--- src/design/assert_macros.svh ---
// Assertion macros shared by the vertex dedup indexer modules.
// Each macro expects signals named clk and rst_n in the module that uses it.
`ifndef ASSERT_MACROS_SVH
`define ASSERT_MACROS_SVH

// Checks a property on every clock edge outside reset.
`define VDI_ASSERT(label, prop, msg) \
  label: assert property (@(posedge clk) disable iff (!rst_n) (prop)) else $error(msg);

// Checks that a condition implies another one in the same cycle.
`define VDI_ASSERT_IMPLY(label, ante, cons, msg) \
  label: assert property (@(posedge clk) disable iff (!rst_n) (ante) |-> (cons)) else $error(msg);

// Checks that a condition implies another one in the next cycle.
`define VDI_ASSERT_NEXT(label, ante, cons, msg) \
  label: assert property (@(posedge clk) disable iff (!rst_n) (ante) |=> (cons)) else $error(msg);

`endif

--- src/design/vdi_pkg.sv ---
// Package for the vertex dedup indexer: table sizes, request and result
// types, controller/datapath interface structs and float compare helpers.
package vdi_pkg;

  localparam int TABLE_CAPACITY = 256;
  localparam int ADDR_W         = $clog2(TABLE_CAPACITY);
  localparam int CNT_W          = $clog2(TABLE_CAPACITY + 1);
  localparam int COORD_W        = 32;
  localparam int INDEX_W        = 8;
  localparam int ENTRY_W        = 3 * COORD_W;

  localparam logic [INDEX_W-1:0] INDEX_MAX = {INDEX_W{1'b1}};

  localparam logic ACT_LOOKUP = 1'b0;
  localparam logic ACT_CLEAR  = 1'b1;

  typedef struct packed {
    logic               action;
    logic [COORD_W-1:0] coord_x;
    logic [COORD_W-1:0] coord_y;
    logic [COORD_W-1:0] coord_z;
  } vdi_in_t;

  typedef struct packed {
    logic [INDEX_W-1:0] vertex_index;
    logic               was_new;
    logic               table_full;
  } vdi_out_t;

  typedef enum logic [1:0] {
    RES_CLEAR = 2'd0,
    RES_HIT   = 2'd1,
    RES_NEW   = 2'd2,
    RES_FULL  = 2'd3
  } res_kind_t;

  // Commands from the controller to the datapath.
  typedef struct packed {
    logic      start;
    logic      clear;
    logic      search;
    logic      append;
    logic      set_res;
    res_kind_t res_kind;
    logic      load_out;
  } dp_cmd_t;

  // Status from the datapath to the controller.
  typedef struct packed {
    logic hit;
    logic exhausted;
    logic full;
    logic out_free;
  } dp_stat_t;

  function automatic logic is_nan32(input logic [COORD_W-1:0] b);
    return b[COORD_W-2:0] > 31'h7F80_0000;
  endfunction

  // Float equality: signed zeros match, NaN matches nothing.
  function automatic logic float_eq(input logic [COORD_W-1:0] a,
                                    input logic [COORD_W-1:0] b);
    logic [COORD_W-1:0] ab;
    ab = a | b;
    return !is_nan32(a) && !is_nan32(b) &&
           ((ab[COORD_W-2:0] == '0) || (a == b));
  endfunction

  function automatic logic [INDEX_W-1:0] sat_index(input logic [CNT_W-1:0] i);
    return (i > CNT_W'(INDEX_MAX)) ? INDEX_MAX : INDEX_W'(i);
  endfunction

endpackage

--- src/design/vdi_ctrl.sv ---
// Controller state machine of the vertex dedup indexer.
// Depends on vdi_pkg for the command and status structs.
`include "assert_macros.svh"

module vdi_ctrl
  import vdi_pkg::*;
(
  input  logic     clk,
  input  logic     rst_n,
  input  logic     in_valid,
  input  logic     in_action,
  input  dp_stat_t stat,
  output logic     in_stall,
  output dp_cmd_t  cmd
);

  typedef enum logic [3:0] {
    ST_IDLE   = 4'b0001,
    ST_SEARCH = 4'b0010,
    ST_APPEND = 4'b0100,
    ST_OUT    = 4'b1000
  } state_t;

  state_t state_r, state_nxt;

  assign in_stall = (state_r != ST_IDLE);

  always_comb begin
    state_nxt    = state_r;
    cmd          = '0;
    cmd.res_kind = RES_CLEAR;
    unique case (state_r)
      ST_IDLE: begin
        if (in_valid) begin
          cmd.start = 1'b1;
          if (in_action == ACT_CLEAR) begin
            cmd.clear    = 1'b1;
            cmd.set_res  = 1'b1;
            cmd.res_kind = RES_CLEAR;
            state_nxt    = ST_OUT;
          end else begin
            state_nxt = ST_SEARCH;
          end
        end
      end
      ST_SEARCH: begin
        cmd.search = 1'b1;
        priority if (stat.hit) begin
          cmd.set_res  = 1'b1;
          cmd.res_kind = RES_HIT;
          state_nxt    = ST_OUT;
        end else if (stat.exhausted && stat.full) begin
          cmd.set_res  = 1'b1;
          cmd.res_kind = RES_FULL;
          state_nxt    = ST_OUT;
        end else if (stat.exhausted) begin
          state_nxt = ST_APPEND;
        end else begin
          state_nxt = ST_SEARCH;
        end
      end
      ST_APPEND: begin
        cmd.append   = 1'b1;
        cmd.set_res  = 1'b1;
        cmd.res_kind = RES_NEW;
        state_nxt    = ST_OUT;
      end
      ST_OUT: begin
        if (stat.out_free) begin
          cmd.load_out = 1'b1;
          state_nxt    = ST_IDLE;
        end
      end
      default: state_nxt = ST_IDLE;
    endcase
  end

  always_ff @(posedge clk) begin
    if (!rst_n) begin
      state_r <= ST_IDLE;
    end else begin
      state_r <= state_nxt;
    end
  end

  `VDI_ASSERT_NEXT(a_out_returns_idle, (state_r == ST_OUT) && stat.out_free, state_r == ST_IDLE, "result handed off but controller did not return to idle")
  `VDI_ASSERT_IMPLY(a_append_not_full, state_r == ST_APPEND, !stat.full, "append entered with a full table")
  `VDI_ASSERT(a_state_onehot, $onehot(state_r), "controller state is not one-hot")

endmodule

--- config.mk ---
export PLATFORM = sky130hd
export DESIGN_NAME = vdi_ctrl
export DESIGN_NICKNAME = d
export VERILOG_FILES = /design/src/design/vdi_pkg.sv /design/src/design/vdi_ctrl.sv
export VERILOG_INCLUDE_DIRS = /design/src /design/src/design
export SDC_FILE = /design/constraint.sdc
export NUM_CORES = 1
export LEC_CHECK = 0
export BUFFER_PORTS_ARGS = -buffer_cell sky130_fd_sc_hd__buf_4
export CORE_AREA = 2 2 39 41
export CTS_CLUSTER_SIZE = 16
export DETAILED_ROUTE_END_ITERATION = 8
export DIE_AREA = 0 0 41 43
export GPL_TIMING_DRIVEN = 0
export PLACE_DENSITY = 0.46
export SLEW_MARGIN = 0
export SYNTH_ARGS = -nofsm -noshare
export SYNTH_HDL_FRONTEND = slang
export SYNTH_SLANG_ARGS = --single-unit
--- constraint.sdc ---
create_clock -name clk -period 2.2 [get_ports clk]
set_clock_uncertainty 0.15 [all_clocks]
set_input_delay 0.66 -clock clk [delete_from_list [all_inputs] [get_ports clk]]
set_output_delay 0.66 -clock clk [all_outputs]
set_load 0.02 [all_outputs]
Word-level counts from Yosys, hierarchy flattened

Cells that the tools add are included.
Widths: inputs -> output; s select.

Reductions and logical operators: 2
Eq/ne operators: 7
Muxes and demuxes: 19

Operator list:

| operator           | count |
|---|---|
| $mux 4             | 5 |
| $pmux 4 s4         | 1 |
| $mux 3             | 5 |
| $pmux 3 s3         | 1 |
| $mux 1             | 5 |
| $eq 4x1->1 const B | 1 |
| $eq 4x2->1 const B | 1 |
| $eq 4x3->1 const B | 1 |
| $eq 4x4->1 const B | 1 |
| $mux 2             | 2 |
| $ne 2x2->1 const B | 2 |
| $ne 4x1->1 const B | 1 |
| $reduce_and 2->1   | 1 |
| $logic_and 1x1->1  | 1 |

Output and inout bits: 9
Bits in registers: 4

Logic depth before layout (Yosys ltp)

Gate-level depths: netlist of the first run.

Depth in word-level cells: 4
Depth in mapped cells: 4
Depth with buffers taken out: 4

Least setup slack after synthesis of the first run

No wires, ideal clock.

Path kind: register -> output
Start: register state_r[2]
End: output port cmd[2] (netlist name)
Path slack: -0.181 ns
Stages on the path, launching flop included: 3
Arrival: 1.571 ns
Data required time: 1.390 ns
Path through: dfxtp_1 > or4b_1 > o32ai_1

RTL lines:

| what                   | line           | text |
|---|---|---|
| start, declared        | vdi_ctrl.sv:24 | `state_t state_r, state_nxt;` |
| start signal, assigned | vdi_ctrl.sv:82 | `state_r <= state_nxt;` |
| end, declared          | vdi_ctrl.sv:14 | `output dp_cmd_t cmd` |

==> flow_summary.toml, run 1 <==
[status]
status = "finished with violations"
violations = "negative setup slack"

[synthesis]
synthCells = 39
synthFlopType = "dfxtp_1"
avgSynthCellArea_um2 = 7.539
synth_area_um2 = 294.0
ys_ff_latch = 4
synth_nets = 47
yosys_warnings = 0
yosys.area.top_type = "dfxtp_1"
synthArstFlopShare = 0
synth_edf_count = 0
synth_cell_types = 23
post-synth-top-count-cell = "nor2_1"
ys_seq_area_frac = 0.2723
synth_top_area_share = 0.2723
synth_area_leaders = "dfxtp_1, or4b_1, nor2_1"
synth_common_cells = "nor2_1, dfxtp_1, nand2_1, inv_1"

[timing]
rsz0062_at_grt = "yes"
slew_headroom = 0.7852
final-hold-violation-count = 0
worst_slew_pin_slew_ps = 319.8
finalSetupTns_ps = -789.7
setup_viol_count_final = 7
fin_crit_sh = 1.083
slew_viol_final = 0
fmax_mhz = 419.8
worst_slack_ps = -181.8
final.min_clock_period_ps = 2382

[final_layout]
final_core_util = 0.3816
top_regs = "state_r: 4 flops"
finalNetCount = 71
largest_reg_flops = 4
layout-drive-gt1-share = 0.5574
synthToLayoutAreaGrowth_pct = 79.57
num_antenna_cells = 0
max_flop_register = "state_r"

[floorplan]
die_w_um = 41
dieArea_um2 = 1763
start_util = 0.2125
io-pin-count = 17
fp.coreArea_um2 = 1384
std_cell_rows = 14
die_h_um = 43

[clock_network]
cts_tree = "done"
clock_path_buffers = 2
cts_root_buf = "clkbuf_4"
worst_skew_pair.late_latency_ps = 230
ctsHtreeMaxLevel = 1
cts.sinks = 4
cts_made_buffers = 3
path_clk_slew_ps = 40
cts_hold_buf = 0

[global_route]
grt_max_degree = 8
groute.usage.overall = 0.1123
grt_pass1_vias = 345
grt.overflow.total = 0
grt_antenna_before_repair = 0
grt_pass1_wl_um = 1359

[power]
ir_worst_vdd_mv = 0.2132
fin_total_pwr_uw = 246.5
cellPowerDensity_nw_per_um2 = 466.9
p_leak_nw = 0.2384

[critical_path]
cpPeakStageDelay_ps = 580
crit_start = "state_r[2]"
cp-endpoint = "cmd[3]"
crit_path_end_kind = "output pin"
crit_arrival_ps = 1570
worstPathCellList = "or4b_4 > o22ai_4 > or2_1 > buf_6"
crit_required_ps = 1390
cp.depth = 4
setup.worst_path.class = "reg -> out"
timing.rr.start = "state_r[2]"
startpoint_type = "flop"
reg2reg_slack_ps = 460
critPathMaxFanout = 4
critPathBufInv = 1
crit_family = "simple AND/OR/NAND/NOR gates"
rr_worst_depth = 3
rr_endpoint = "state_r[1]"
slowest_stage = "or4b_4"

[place]
gp_congestion = 0.6922
dp_hpwl_um = 646.1
port_buffers = 16

[worst_hold_path]
hold_class = "reg -> reg"
min_from = "state_r[2]"

[flow_run]
maxCapViolCount = 0

[drt]
post-route-drc-count = 0
drtIter0Drc = 0
drt_wl_total_um = 833
vias_per_cell = 4.623
avgRoutedWirePerCell_um = 10.82
antenna_left = 0
drt_first_pass_iters = 1
vias = 356
-- cells by family after synthesis --
| logic type | Yosys count | synth area share |
|---|---|---|
| AOI/OAI and AO/OA | 8 | 0.2256 |
| DFF | 4 | 0.2724 |
| buffers and inverters | 5 | 0.06805 |
| and+or+nand+nor | 22 | 0.4341 |
-- repair_timing --
action                                  in CTS  in global routing
endpoints found under the setup margin       7                  8
setup buffers                                5                  0
resized for setup                           11                  2
pin swaps                                    5                  4
cloned                                       0                  0
-- metal layers --
layer	wire length, um	track usage	vias up
li1	-	-	188
met1	355	0.1250	158
met2	421	0.1813	10
met3	56	0.03141	0
met4	0	0.06000	0
met5	0	0	-
-- where the power goes --
part           switching (mW)  internal, mW
registers             0.00388        0.0756
logic                  0.0389        0.0410
clock network          0.0264        0.0608
-- worst min-delay path by stage --
stage | to | depth (start not counted) | slack (ps)
after floorplan | state_r[1] | 1 | 390
after global placement | state_r[1] | 1 | 480
after detailed placement | state_r[1] | 1 | 460
after CTS | state_r[1] | 2 | 410
after global routing | state_r[1] | 2 | 440
final | state_r[1] | 2 | 400
-- cell type report --
type                    count  area, um2
clock buffers               3      22.52
fillers                   156      855.8
inverters                   3      11.26
multi-input cells          30      222.7
flip-flops and latches      4      86.33
well taps                  16      20.02
repair buffers             21      165.2
-- stage by stage --
stage          setup slack [ps]  instance area (um2)  instances  hold slack, ps
2_1_floorplan             3.450                301.5         39           390.4
3_3_place_gp             -176.9                441.7         71           477.2
3_5_place_dp             -180.7                441.7         71           458.0
4_1_cts                  -215.7                541.8         79           412.0
5_1_grt                  -262.9                528.0         77           439.3
6_report                 -181.8                528.0         77           400.9
-- tightest hold or removal path: cells and delay by family (launching register included) --
family	cells	cell delay (ps)
buffers and inverters	1	110
AO/OA/AOI/OAI	1	50
flip-flops	1	340
-- cell usage in the layout, fill, tap and decap left out --
cell,count
a211o_1,1
a21oi_1,2
a221oi_2,1
and3b_1,1
buf_4,19
buf_6,2
clkbuf_4,3
dfxtp_1,1
dfxtp_2,2
dfxtp_4,1
inv_1,2
inv_2,1
nand2_1,4
nand2b_1,1
nand4b_1,1
nor2_1,5
nor2b_1,1
nor3_1,2
nor4_1,1
o21a_1,1
o22ai_4,1
o32a_1,1
o32ai_2,1
or2_1,2
or3_1,1
or3b_2,1
or4b_4,2
Power figures use the tool's default switching activity.
==> run 2, diff against run 1 <==
--- a/config.mk
+++ b/config.mk
@@ -12,7 +12,7 @@
 export DETAILED_ROUTE_END_ITERATION = 8
 export DIE_AREA = 0 0 41 43
 export GPL_TIMING_DRIVEN = 0
-export PLACE_DENSITY = 0.46
+export PLACE_DENSITY = 0.48
 export SLEW_MARGIN = 0
 export SYNTH_ARGS = -nofsm -noshare
 export SYNTH_HDL_FRONTEND = slang
==> constraint.sdc (replaced) <==
create_clock -name clk -period 2.15 [get_ports clk]
set_clock_uncertainty 0.15 [all_clocks]
set_input_delay 0.645 -clock clk [delete_from_list [all_inputs] [get_ports clk]]
set_output_delay 0.645 -clock clk [all_outputs]
set_load 0.02 [all_outputs]
==> flow_summary.toml, run 2 (same netlist as run 1, synthesis figures left out) <==
[status]
status = "finished with violations"
violations = "negative setup slack"

[critical_path]
crit_required_ps = 1350
critPathMaxFanout = 4
cp-endpoint = "cmd[3]"
setup.worst_path.class = "reg -> out"
reg2reg_slack_ps = 410
startpoint_type = "flop"
timing.rr.start = "state_r[2]"
rr_worst_depth = 3
crit_path_end_kind = "output pin"
crit_arrival_ps = 1580
cpPeakStageDelay_ps = 580
rr_endpoint = "state_r[1]"
crit_start = "state_r[2]"
slowest_stage = "or4b_4"
worstPathCellList = "or4b_4 > o22ai_4 > or2_4 > buf_6"

[timing]
finalSetupTns_ps = -908.4
final-hold-violation-count = 0
fin_crit_sh = 1.105
fmax_mhz = 420.9
whs_ps = 435.4
slew_viol_final = 0
rsz0062_at_grt = "yes"
slew_headroom = 0.7765
worst_slew_pin_slew_ps = 335.2
setup_viol_count_final = 7
final.min_clock_period_ps = 2376
worst_slack_ps = -225.8

[final_layout]
max_flop_register = "state_r"
finalNetCount = 72
final_common_cell = "buf_4"
synthToLayoutAreaGrowth_pct = 92.77
final_cell_area_um2 = 566.8
largest_reg_flops = 4
layout-drive-gt1-share = 0.6290
top_regs = "state_r: 4 flops"
layout_common_cells = "buf_4, buf_6, nand2_1"
num_antenna_cells = 0

[floorplan]
fp.coreArea_um2 = 1384
die_w_um = 41
io-pin-count = 17
std_cell_rows = 14
die_h_um = 43
start_util = 0.2125
dieArea_um2 = 1763

[clock_network]
cts_hold_buf = 0
worst_skew_pair.late_latency_ps = 230
cts_made_buffers = 3
ctsHtreeMaxLevel = 1
path_clk_slew_ps = 40
clock_path_buffers = 2
cts_root_buf = "clkbuf_4"
cts.sinks = 4
cts_tree = "done"

[drt]
avgRoutedWirePerCell_um = 11.38
vias_per_cell = 4.628
drt_first_pass_iters = 4
drtIter0Drc = 6
vias = 361
post-route-drc-count = 0
drt_wl_total_um = 888
antenna_left = 0

[global_route]
grt_pass1_wl_um = 1345
grt_pass1_vias = 354
grt.overflow.total = 0
grt_antenna_before_repair = 0
groute.usage.overall = 0.1135
grt_max_degree = 8

[power]
p_comb_frac = 0.365
ir_worst_vdd_mv = 0.2353
p_int_uw = 191.7
cellPowerDensity_nw_per_um2 = 474.0
p_sw_frac = 0.2866
clockPowerShare = 0.337
fin_total_pwr_uw = 268.7
p_leak_nw = 0.2501
p_switching_uw = 77.00
seq_power_share = 0.298

[place]
port_buffers = 16
place_ws_ps = -198.5
gp_congestion = 0.6446
dp_hpwl_um = 594.8
postPlaceCellArea_um2 = 444.2

[flow_run]
maxCapViolCount = 0

[worst_hold_path]
hold_class = "in -> reg"
## run 2: repair_timing
item,CTS,global route
endpoints found under the setup margin,7,9
hold endpoints to repair,0,0
gates resized for setup,16,6
pin swaps,6,3
setup buffers,5,1
## run 2: final cells by class
| type | instances | area [um2] |
|---|---|---|
| Clock buffer | 3 | 22.52 |
| Fill cell | 149 | 817.0 |
| Inverter | 3 | 11.26 |
| Multi-Input combinational cell | 30 | 235.2 |
| Sequential cell | 4 | 90.09 |
| Tap cell | 16 | 20.02 |
| Timing Repair Buffer | 22 | 187.7 |
## run 2: power groups by stage
stage / Clock (mW) / Sequential (mW) / Combinational, mW
2_1_floorplan: 0 / 0.0818 / 0.0410
3_3_place_gp: 0 / 0.0830 / 0.0709
6_report: 0.0905 / 0.0800 / 0.0982
4_1_cts: 0.0954 / 0.0793 / 0.0965
3_5_place_dp: 0 / 0.0828 / 0.0702
5_1_grt: 0.105 / 0.0805 / 0.103
## run 2: per-stage QoR
step,cells,utilization
after floorplan,39,-
after global placement,71,0.3210
after detailed placement,71,0.3210
after CTS,79,0.4033
final,78,0.4096
after global routing,78,0.4096
## run 2: layer usage
metal	part of all wire	up-vias	GRT usage
met1	0.41	165	0.1190
met2	0.55	6	0.1906
met5	0	-	0
met3	0.047	0	0.04712
li1	-	190	-
met4	0	0	0.04000
## run 2: how the worst min path moves through the flow
stage,slack (ps),endpoint,from,cells past startpoint
4_1_cts,430,state_r[2],stat[1],2
2_1_floorplan,390,state_r[1],state_r[2],1
6_report,440,state_r[2],stat[1],2
3_5_place_dp,460,state_r[1],state_r[2],1
5_1_grt,430,state_r[2],stat[1],2
3_3_place_gp,470,state_r[1],state_r[2],1
## run 2: worst max-delay path, delay by kind of cell, from the launching register on
family	cells	cell delay, ps
simple gates	2	720
compound gates	1	190
flops	1	340
buf+inv	1	100
==> run 3, diff against run 2 <==
--- a/config.mk
+++ b/config.mk
@@ -6,13 +6,13 @@
 export SDC_FILE = /design/constraint.sdc
 export NUM_CORES = 1
 export LEC_CHECK = 0
-export BUFFER_PORTS_ARGS = -buffer_cell sky130_fd_sc_hd__buf_4
 export CORE_AREA = 2 2 39 41
 export CTS_CLUSTER_SIZE = 16
 export DETAILED_ROUTE_END_ITERATION = 8
 export DIE_AREA = 0 0 41 43
+export DONT_BUFFER_PORTS = 1
 export GPL_TIMING_DRIVEN = 0
-export PLACE_DENSITY = 0.48
+export PLACE_DENSITY = 0.36
 export SLEW_MARGIN = 0
 export SYNTH_ARGS = -nofsm -noshare
 export SYNTH_HDL_FRONTEND = slang
==> flow_summary.toml, run 3 (same netlist as run 1, synthesis figures left out) <==
[power]
cellPowerDensity_nw_per_um2 = 502.3
p_int_uw = 168.3
seq_power_share = 0.339
p_switching_uw = 68.00
ir_worst_vdd_mv = 0.2117
p_comb_frac = 0.288
clockPowerShare = 0.373
p_sw_frac = 0.2878
p_leak_nw = 0.1650

[drt]
vias_per_cell = 5.194
avgRoutedWirePerCell_um = 12.61
wl_met1_um = 280
top_layer = "met3"
wl_met2_um = 427
post-route-drc-count = 0
drt_wl_total_um = 782
vias = 322
antenna_left = 0
drt_first_pass_iters = 2
drtIter0Drc = 5
route.met3.wl_um = 73

[final_layout]
layout_common_cells = "nand2_1, buf_4, clkbuf_4"
layout-drive-gt1-share = 0.5217
num_antenna_cells = 0
final_core_util = 0.3400
synthToLayoutAreaGrowth_pct = 60.00
finalNetCount = 56
top_regs = "state_r: 4 flops"
fill_cells = 151
largest_reg_flops = 4
max_flop_register = "state_r"

[status]
status = "finished with violations"
violations = "negative setup slack"

[place]
dp_hpwl_um = 602.3
port_buffers = 0
gp_congestion = 0.5647
place_ws_ps = -122.1

[floorplan]
dieArea_um2 = 1763
fp.coreArea_um2 = 1384
std_cell_rows = 14
io-pin-count = 17
die_w_um = 41
start_util = 0.2125
die_h_um = 43

[clock_network]
path_clk_slew_ps = 40
cts_root_buf = "clkbuf_4"
worst_skew_pair.late_latency_ps = 230
ctsHtreeMaxLevel = 1
clock_path_buffers = 2
cts_tree = "done"
cts_hold_buf = 0
cts_made_buffers = 3
cts.sinks = 4

[critical_path]
crit_family = "simple AND/OR/NAND/NOR gates"
setup.worst_path.class = "reg -> out"
critPathMaxFanout = 4
crit_required_ps = 1350
slowest_stage = "or4b_4"
cpPeakStageDelay_ps = 600
crit_path_end_kind = "output pin"
critPathBufInv = 0
crit_arrival_ps = 1550
worstPathCellList = "or4b_4 > o32ai_4"
startpoint_type = "flop"

[timing]
fmax_mhz = 425.8
setup_viol_count_final = 5
slew_viol_final = 0
worst_slew_pin_slew_ps = 429.1
slew_headroom = 0.7139
worst_slack_ps = -198.4
final.min_clock_period_ps = 2348
fin_crit_sh = 1.092
rsz0062_at_grt = "yes"
final-hold-violation-count = 0

[global_route]
grt.overflow.total = 0
grt_pass1_wl_um = 1269
grt_pass1_vias = 326
groute.usage.overall = 0.1063
grt_antenna_before_repair = 0
grt_max_degree = 8

[flow_run]
maxCapViolCount = 0

[worst_hold_path]
hold_class = "in -> reg"
[run 3: changes by cell type in the layout (fill, tap and decap cells not counted), moves of 2 or more]
| cell | delta |
|---|---|
| dfxtp_2 | -2 |
| buf_4 | -12 |
| dfxtp_1 | +2 |
| nor2_1 | -2 |
| buf_6 | -5 |
[run 3: power by group through the flow]
stage	sequential, mW	combinational (mW)	clock, mW
6_report	0.0801	0.0680	0.0882
5_1_grt	0.0807	0.0734	0.100
4_1_cts	0.0798	0.0662	0.0942
3_5_place_dp	0.0830	0.0460	0
3_3_place_gp	0.0827	0.0455	0
2_1_floorplan	0.0818	0.0410	0
[run 3: cell type report]
type	instances	area, um2	area share
buffer	1	15.01	0.03191
tap	16	20.02	0.04255
sequential	4	87.58	0.1862
clock buffer	3	22.52	0.04787
inverter	3	16.27	0.03457
multi-input combinational	30	267.8	0.5691
timing repair buffer	5	41.29	0.08777
[run 3: routing by layer]
layer,vias to the layer above,global-route usage
met5,-,0
met4,0,0.06000
met3,0,0.05236
met2,11,0.1750
met1,151,0.09936
li1,160,-
[run 3: path summary, 6_finish.rpt]
path | start | endpoint | slack [ps] | cells past startpoint
min | stat[1] | state_r[2] | 340 | 1
max | state_r[2] | cmd[2] | -200 | 2
min reg2reg | state_r[3] | state_r[0] | 470 | 2
max reg2reg | state_r[2] | state_r[1] | 290 | 4
[run 3: stage by stage]
step	instance area [um2]	instances	setup TNS [ps]	total power, mW	hold slack (ps)
2_1_floorplan	304.0	39	-31.55	0.1228	390.4
3_5_place_dp	324.1	55	-293.3	0.1291	461.6
3_3_place_gp	324.1	55	-265.4	0.1282	453.6
5_1_grt	470.5	62	-840.4	0.2542	329.7
6_report	470.5	62	-607.5	0.2363	340.3
4_1_cts	446.7	61	-840.2	0.2402	331.9
[run 3: repair_timing]
action,in CTS,in global routing
buffers inserted,4,1
gates resized for setup,20,4
pin swaps,6,4
setup endpoints to repair,8,6
